## src/sv/bli_pkg.sv

```systemverilog
// ----------------------------------------------------------------------------
// bli_pkg
// Types and constants of the bin locate and interpolate core.
// ----------------------------------------------------------------------------
package bli_pkg;

    localparam int TABLE_DEPTH = 256;
    localparam int ADDR_W      = 8;
    localparam int CNT_W       = 9;
    localparam int DATA_W      = 32;
    localparam int MAG_W       = 33;
    localparam int PROD_W      = 66;
    localparam int MUL_LO_W    = 17;
    localparam int QUOT_W      = 40;
    localparam int DIV_STEPS   = 33;
    localparam int STEP_W      = 6;

    typedef enum logic [1:0] {
        CMD_WR_EDGE  = 2'd0,
        CMD_WR_VALUE = 2'd1,
        CMD_QUERY    = 2'd2
    } t_cmd;

    localparam logic [1:0] CFG_MODE  = 2'd0;
    localparam logic [1:0] CFG_COUNT = 2'd1;
    localparam logic [1:0] CFG_LOWER = 2'd2;

    typedef enum logic [3:0] {
        S_IDLE,
        S_SRCH,
        S_SRCH_W,
        S_CONST_W,
        S_CEN_LO,
        S_CEN_HI,
        S_CEN_SUM,
        S_VAL_A,
        S_VAL_B,
        S_PREP,
        S_MUL_LO,
        S_MUL_HI,
        S_DIV_GO,
        S_DIV_W
    } t_state;

    typedef enum logic [2:0] {
        C_ZERO,
        C_LAST,
        C_IND,
        C_LEFT,
        C_RIGHT
    } t_cen;

    typedef struct packed {
        logic              done;
        logic              big;
        logic [QUOT_W-1:0] quot;
    } t_div_res;

endpackage

```

## src/sv/bli_div.sv

```systemverilog
// ----------------------------------------------------------------------------
// bli_div
// Restoring unsigned divider, two quotient bits per cycle, with an overflow
// flag for quotients that do not fit the kept width.
// ----------------------------------------------------------------------------
module bli_div (
    input  logic                          i_clk,
    input  logic                          i_rst_n,
    input  logic                          i_start,
    input  logic [bli_pkg::PROD_W-1:0]    i_dividend,
    input  logic [bli_pkg::MAG_W-1:0]     i_divisor,
    output bli_pkg::t_div_res             o_res
);

    logic                          r_busy;
    logic [bli_pkg::STEP_W-1:0]    r_cnt;
    logic [bli_pkg::PROD_W-1:0]    r_num;
    logic [bli_pkg::MAG_W-1:0]     r_den;
    logic [bli_pkg::MAG_W-1:0]     r_rem;
    logic [bli_pkg::QUOT_W-1:0]    r_quot;
    logic                          r_big;
    logic                          r_done;

    logic [bli_pkg::MAG_W-1:0]     n_rem;
    logic [bli_pkg::QUOT_W-1:0]    n_quot;
    logic                          n_big;

    always_comb begin
        logic [bli_pkg::MAG_W:0] v_sh;
        n_rem  = r_rem;
        n_quot = r_quot;
        n_big  = r_big;
        for (int s = 0; s < 2; s++) begin
            v_sh   = {n_rem, r_num[bli_pkg::PROD_W-1-s]};
            n_big  = n_big | n_quot[bli_pkg::QUOT_W-1];
            if (v_sh >= {1'b0, r_den}) begin
                v_sh   = v_sh - {1'b0, r_den};
                n_quot = {n_quot[bli_pkg::QUOT_W-2:0], 1'b1};
            end else begin
                n_quot = {n_quot[bli_pkg::QUOT_W-2:0], 1'b0};
            end
            n_rem = v_sh[bli_pkg::MAG_W-1:0];
        end
    end

    always_ff @(posedge i_clk) begin
        if (!i_rst_n) begin
            r_busy <= 1'b0;
            r_done <= 1'b0;
            r_cnt  <= '0;
        end else begin
            r_done <= 1'b0;
            if (i_start) begin
                r_busy <= 1'b1;
                r_cnt  <= bli_pkg::STEP_W'(bli_pkg::DIV_STEPS);
            end else if (r_busy) begin
                r_cnt <= r_cnt - 1'b1;
                if (r_cnt == bli_pkg::STEP_W'(1)) begin
                    r_busy <= 1'b0;
                    r_done <= 1'b1;
                end
            end
        end
    end

    always_ff @(posedge i_clk) begin
        if (i_start) begin
            r_num  <= i_dividend;
            r_den  <= i_divisor;
            r_rem  <= '0;
            r_quot <= '0;
            r_big  <= 1'b0;
        end else if (r_busy) begin
            r_num  <= {r_num[bli_pkg::PROD_W-3:0], 2'b00};
            r_rem  <= n_rem;
            r_quot <= n_quot;
            r_big  <= n_big;
        end
    end

    assign o_res.done = r_done;
    assign o_res.big  = r_big;
    assign o_res.quot = r_quot;

endmodule

```

## config.mk

```make
export PLATFORM = sky130hd
export DESIGN_NAME = bli_div
export DESIGN_NICKNAME = d
export VERILOG_FILES = /design/src/sv/bli_pkg.sv /design/src/sv/bli_div.sv
export SDC_FILE = /design/constraint.sdc
export NUM_CORES = 1
export LEC_CHECK = 0
export BUFFER_PORTS_ARGS = -buffer_cell sky130_fd_sc_hd__buf_2
export CORE_MARGIN = 5
export CORE_UTILIZATION = 55
export DETAILED_ROUTE_END_ITERATION = 12
export PLACE_DENSITY_LB_ADDON = 0.05
export SLEW_MARGIN = 0
export SYNTH_ARGS = -nofsm -noshare
export SYNTH_HDL_FRONTEND = slang
export SYNTH_SLANG_ARGS = --single-unit
```

## constraint.sdc

```tcl
create_clock -name i_clk -period 6.2 [get_ports i_clk]
set_clock_uncertainty 0.2 [all_clocks]
set_input_delay 0.62 -clock i_clk [delete_from_list [all_inputs] [get_ports i_clk]]
set_output_delay 0.62 -clock i_clk [all_outputs]
set_load 0.005 [all_outputs]
```

==> results.json <==
{
  "status": "completed",
  "async_flop_share": 0,
  "grt_pass1_wl_um": 43800,
  "reg2reg_depth": 26,
  "pwr-share-seq": 0.327,
  "max_stage_delay_ns": 0.47,
  "grt_pass1_vias": 8658,
  "die_w_um": 154,
  "yosysTopAreaCellShare": 0.261,
  "die_h_um": 154,
  "stdcell_count": 1555,
  "pre_cts_ws_ns": 0.290,
  "synth_compound_area_frac": 0.172,
  "switching_share": 0.386,
  "critPathLaunchType": "flip-flop",
  "finalSetupViolCount": 0,
  "holdPathStages": 1,
  "cp_data_required_time_ns": 6.33,
  "routed_wl_um": 26700,
  "core_area_um2": 20300,
  "postRouteAntennaNets": 0,
  "power-per-cell-area_nw_per_um2": 345,
  "vias": 8900,
  "fmax_mhz": 169,
  "synth_ff_type": "edfxtp_1",
  "synth_top_family_by_area": "compound AO/OA/AOI/OAI gates",
  "path_clk_slew_ns": 0.09,
  "portBuffers": 143,
  "synth_cell_types": 69,
  "cts_tree": "built",
  "drcViolationCount": 0,
  "clock_sinks": 181,
  "cts_buffer_depth": 2,
  "grtUsageTotal": 0.223,
  "synth_cells": 1178,
  "synth-edff-count": 99,
  "p_comb_frac": 0.413,
  "worstMarginPinSlew_ns": 0.937,
  "antenna_found_initial": 0,
  "netlist_area_um2": 11400,
  "die_area_um2": 23700,
  "ios": 144,
  "min_to": "r_den[9]",
  "numCtsBuffers": 17,
  "placed_area_um2": 12100,
  "drt-wirelength-per-cell_um": 17.2,
  "ys_seq_elements": 181,
  "drive_above_1_share": 0.236,
  "num_rows": 52,
  "place_congestion": 0.951,
  "synthAdderAreaFrac": 0.0782,
  "synth_warnings": 0,
  "synth_xor_area_frac": 0.0446,
  "cp-end-kind": "flip-flop",
  "syn_nets": 1350,
  "maxSlewViolCount": 0,
  "crit_type": "flip-flop to flip-flop",
  "viasPerCell": 5.72,
  "muxShareOfSynthArea": 0.102,
  "antenna_cells": 0,
  "slowest_stage": "or4_1",
  "first_pass_iters": 6,
  "p_int_w": 0.00271,
  "globalRouteOverflowTotal": 0,
  "p_leak_nw": 5.42,
  "synth_area_leaders": "edfxtp_1 (26%), dfxtp_1 (14%), ha_1 (7.5%)",
  "setup_slack_ns": 0.277,
  "crit_path_max_fanout": 11,
  "hold_class": "input pin to flip-flop",
  "syn_area_per_cell_um2": 9.67,
  "cpLargestDelayFamily": "compound AO/OA/AOI/OAI gates",
  "relSlewSlack": 0.375,
  "grt_max_degree": 85,
  "first_iter_violations": 644,
  "stdcell_area_um2": 12800,
  "ir_worst_vdd_v": 0.000224,
  "synthSimpleGateAreaFrac": 0.132,
  "switchingPower_w": 0.00170,
  "area_growth_pct": 12.2,
  "r2r_setup_slack_ns": 0.28,
  "start_util": 0.561,
  "post-route-period-util": 0.955,
  "r2r_end": "r_rem[1]",
  "synth_largest_area_cell": "edfxtp_1",
  "clockPowerShare": 0.259,
  "path_buf_inv": 5,
  "cts_hold_buf": 0,
  "seq_area_frac_synth": 0.405,
  "layout.nets": 1444,
  "hold_viol": 0,
  "insertion_delay_ns": 0.44,
  "placed_cells": 1519,
  "crit_arrival_ns": 6.05,
  "worstHoldStart": "i_divisor[9]",
  "drv_cap": 0,
  "fin_crit_ns": 5.92,
  "cts-root-buf": "clkbuf_16",
  "r2r_start": "r_num[65]",
  "htree_levels": 4,
  "dp_hpwl_um": 19400
}
## layout make-up
type                    instances  area [um2]
fillers                      1743        7510
multi-input cells             847        6050
flip-flops and latches        181        4620
repair buffers                168         935
clock buffers                  18         450
well taps                     270         338
inverters                      57         214
clock inverters                14         184
## state kept, by name, indices dropped and copies added, names as in the netlist
name and count:
r_num 66, r_quot 40, r_den 33, r_rem 33, r_cnt 6, r_big 1, r_busy 1, r_done 1
## Yosys cell counts (7+ instances only)
| cell type | n |
|---|---|
| a21oi_1 | 81 |
| xor2_1 | 27 |
| nand3_1 | 26 |
| and3_1 | 10 |
| buf_1 | 8 |
| a311oi_2 | 22 |
| o21a_1 | 9 |
| dfxtp_1 | 82 |
| a211oi_1 | 16 |
| nor4_1 | 7 |
| buf_4 | 40 |
| inv_1 | 57 |
| xnor2_1 | 31 |
| nor2b_1 | 8 |
| edfxtp_1 | 99 |
| nor3_1 | 23 |
| nor2_1 | 130 |
| a31oi_1 | 10 |
| mux2_2 | 67 |
| o21ai_0 | 49 |
| nand2b_1 | 10 |
| o211ai_1 | 9 |
| clkbuf_1 | 35 |
| a21o_1 | 20 |
| mux2i_1 | 41 |
| ha_1 | 68 |
| nand2_1 | 101 |
## worst reg2reg max path, cell delays in order (launching register included)
cell and delay, ns:
edfxtp_1 0.41, inv_1 0.07, ha_1 0.17, inv_1 0.06
fa_1 0.44, a21oi_2 0.18, o211ai_1 0.11, o211ai_1 0.11
and3_1 0.18, o2111ai_1 0.14, and2_1 0.23, buf_4 0.20
nand2_1 0.06, nand2_1 0.08, ha_1 0.37, a211oi_2 0.26
nor2_1 0.09, or4_1 0.47, a211o_1 0.31, o221ai_4 0.18
o221ai_2 0.17, a32o_1 0.33, a211oi_4 0.23, buf_4 0.20
buf_8 0.15, nor3_1 0.06, a311o_1 0.35
## power by group through the flow
| stage | combinational (W) | clock (W) | sequential [W] |
|---|---|---|---|
| 3_5_place_dp | 0.00173 | 0 | 0.00147 |
| 6_report | 0.00183 | 0.00115 | 0.00145 |
| 2_1_floorplan | 0.00135 | 0 | 0.00144 |
| 5_1_grt | 0.00201 | 0.00123 | 0.00146 |
| 4_1_cts | 0.00174 | 0.00117 | 0.00145 |
| 3_3_place_gp | 0.00172 | 0 | 0.00147 |
## metrics by stage
| step | total power, W | hold slack [ns] | TNS [ns] | utilization |
|---|---|---|---|---|
| 2_1_floorplan | 0.00280 | 0.226 | 0 | - |
| 3_3_place_gp | 0.00320 | 0.230 | 0 | 0.595 |
| 3_5_place_dp | 0.00320 | 0.240 | 0 | 0.595 |
| 4_1_cts | 0.00436 | 0.132 | 0 | 0.627 |
| 5_1_grt | 0.00470 | 0.136 | -0.00670 | 0.630 |
| 6_report | 0.00442 | 0.144 | 0 | 0.630 |
## worst max path at each step
stage | startpoint | end | slack, ns | depth (start not counted)
after floorplan | r_den[0] | r_rem[12] | 0.79 | 26
after global placement | r_num[65] | r_rem[1] | 0.43 | 25
after detailed placement | r_num[65] | r_rem[1] | 0.29 | 25
after CTS | r_num[65] | r_rem[1] | 0.26 | 25
after global routing | r_num[65] | r_rem[1] | -0.007 | 26
final | r_num[65] | r_rem[1] | 0.28 | 26
## timing repair
item                       CTS  global route
resized for setup            0             5
buffers inserted             0             3
setup endpoints to repair    0            13
## layout by cell type, fill, tap and decap left out, types with 5 or more instances in the layout
master / instances
a2111oi_0: 5
a211oi_1: 16
a21o_1: 20
a21oi_1: 79
a311oi_2: 22
a31oi_1: 10
and2_1: 6
and3_1: 10
buf_2: 142
buf_4: 23
clkbuf_16: 19
dfxtp_1: 81
edfxtp_1: 99
ha_1: 68
inv_1: 57
mux2_2: 67
mux2i_1: 41
nand2_1: 101
nand2b_1: 10
nand3_1: 26
nand4_1: 5
nor2_1: 130
nor2b_1: 8
nor3_1: 23
nor4_1: 7
o211ai_1: 9
o21a_1: 9
o21ai_0: 49
o31ai_1: 5
xnor2_1: 31
xor2_1: 27
## per-layer routing
metal,share of wire,global-route usage
met2,0.46,0.359
met3,0.067,0.0461
met4,0.016,0.0648
met1,0.45,0.305
met5,0,0
## cells by family after synthesis
group / count (synthesis)
flip-flops: 181
AO/OA/AOI/OAI: 270
AND/OR/NAND/NOR: 341
adder cells (fa/ha/maj): 70
buffers and inverters: 150
multiplexers: 108
XOR/XNOR: 58
Note: power is estimated with default switching activity, not from simulation.
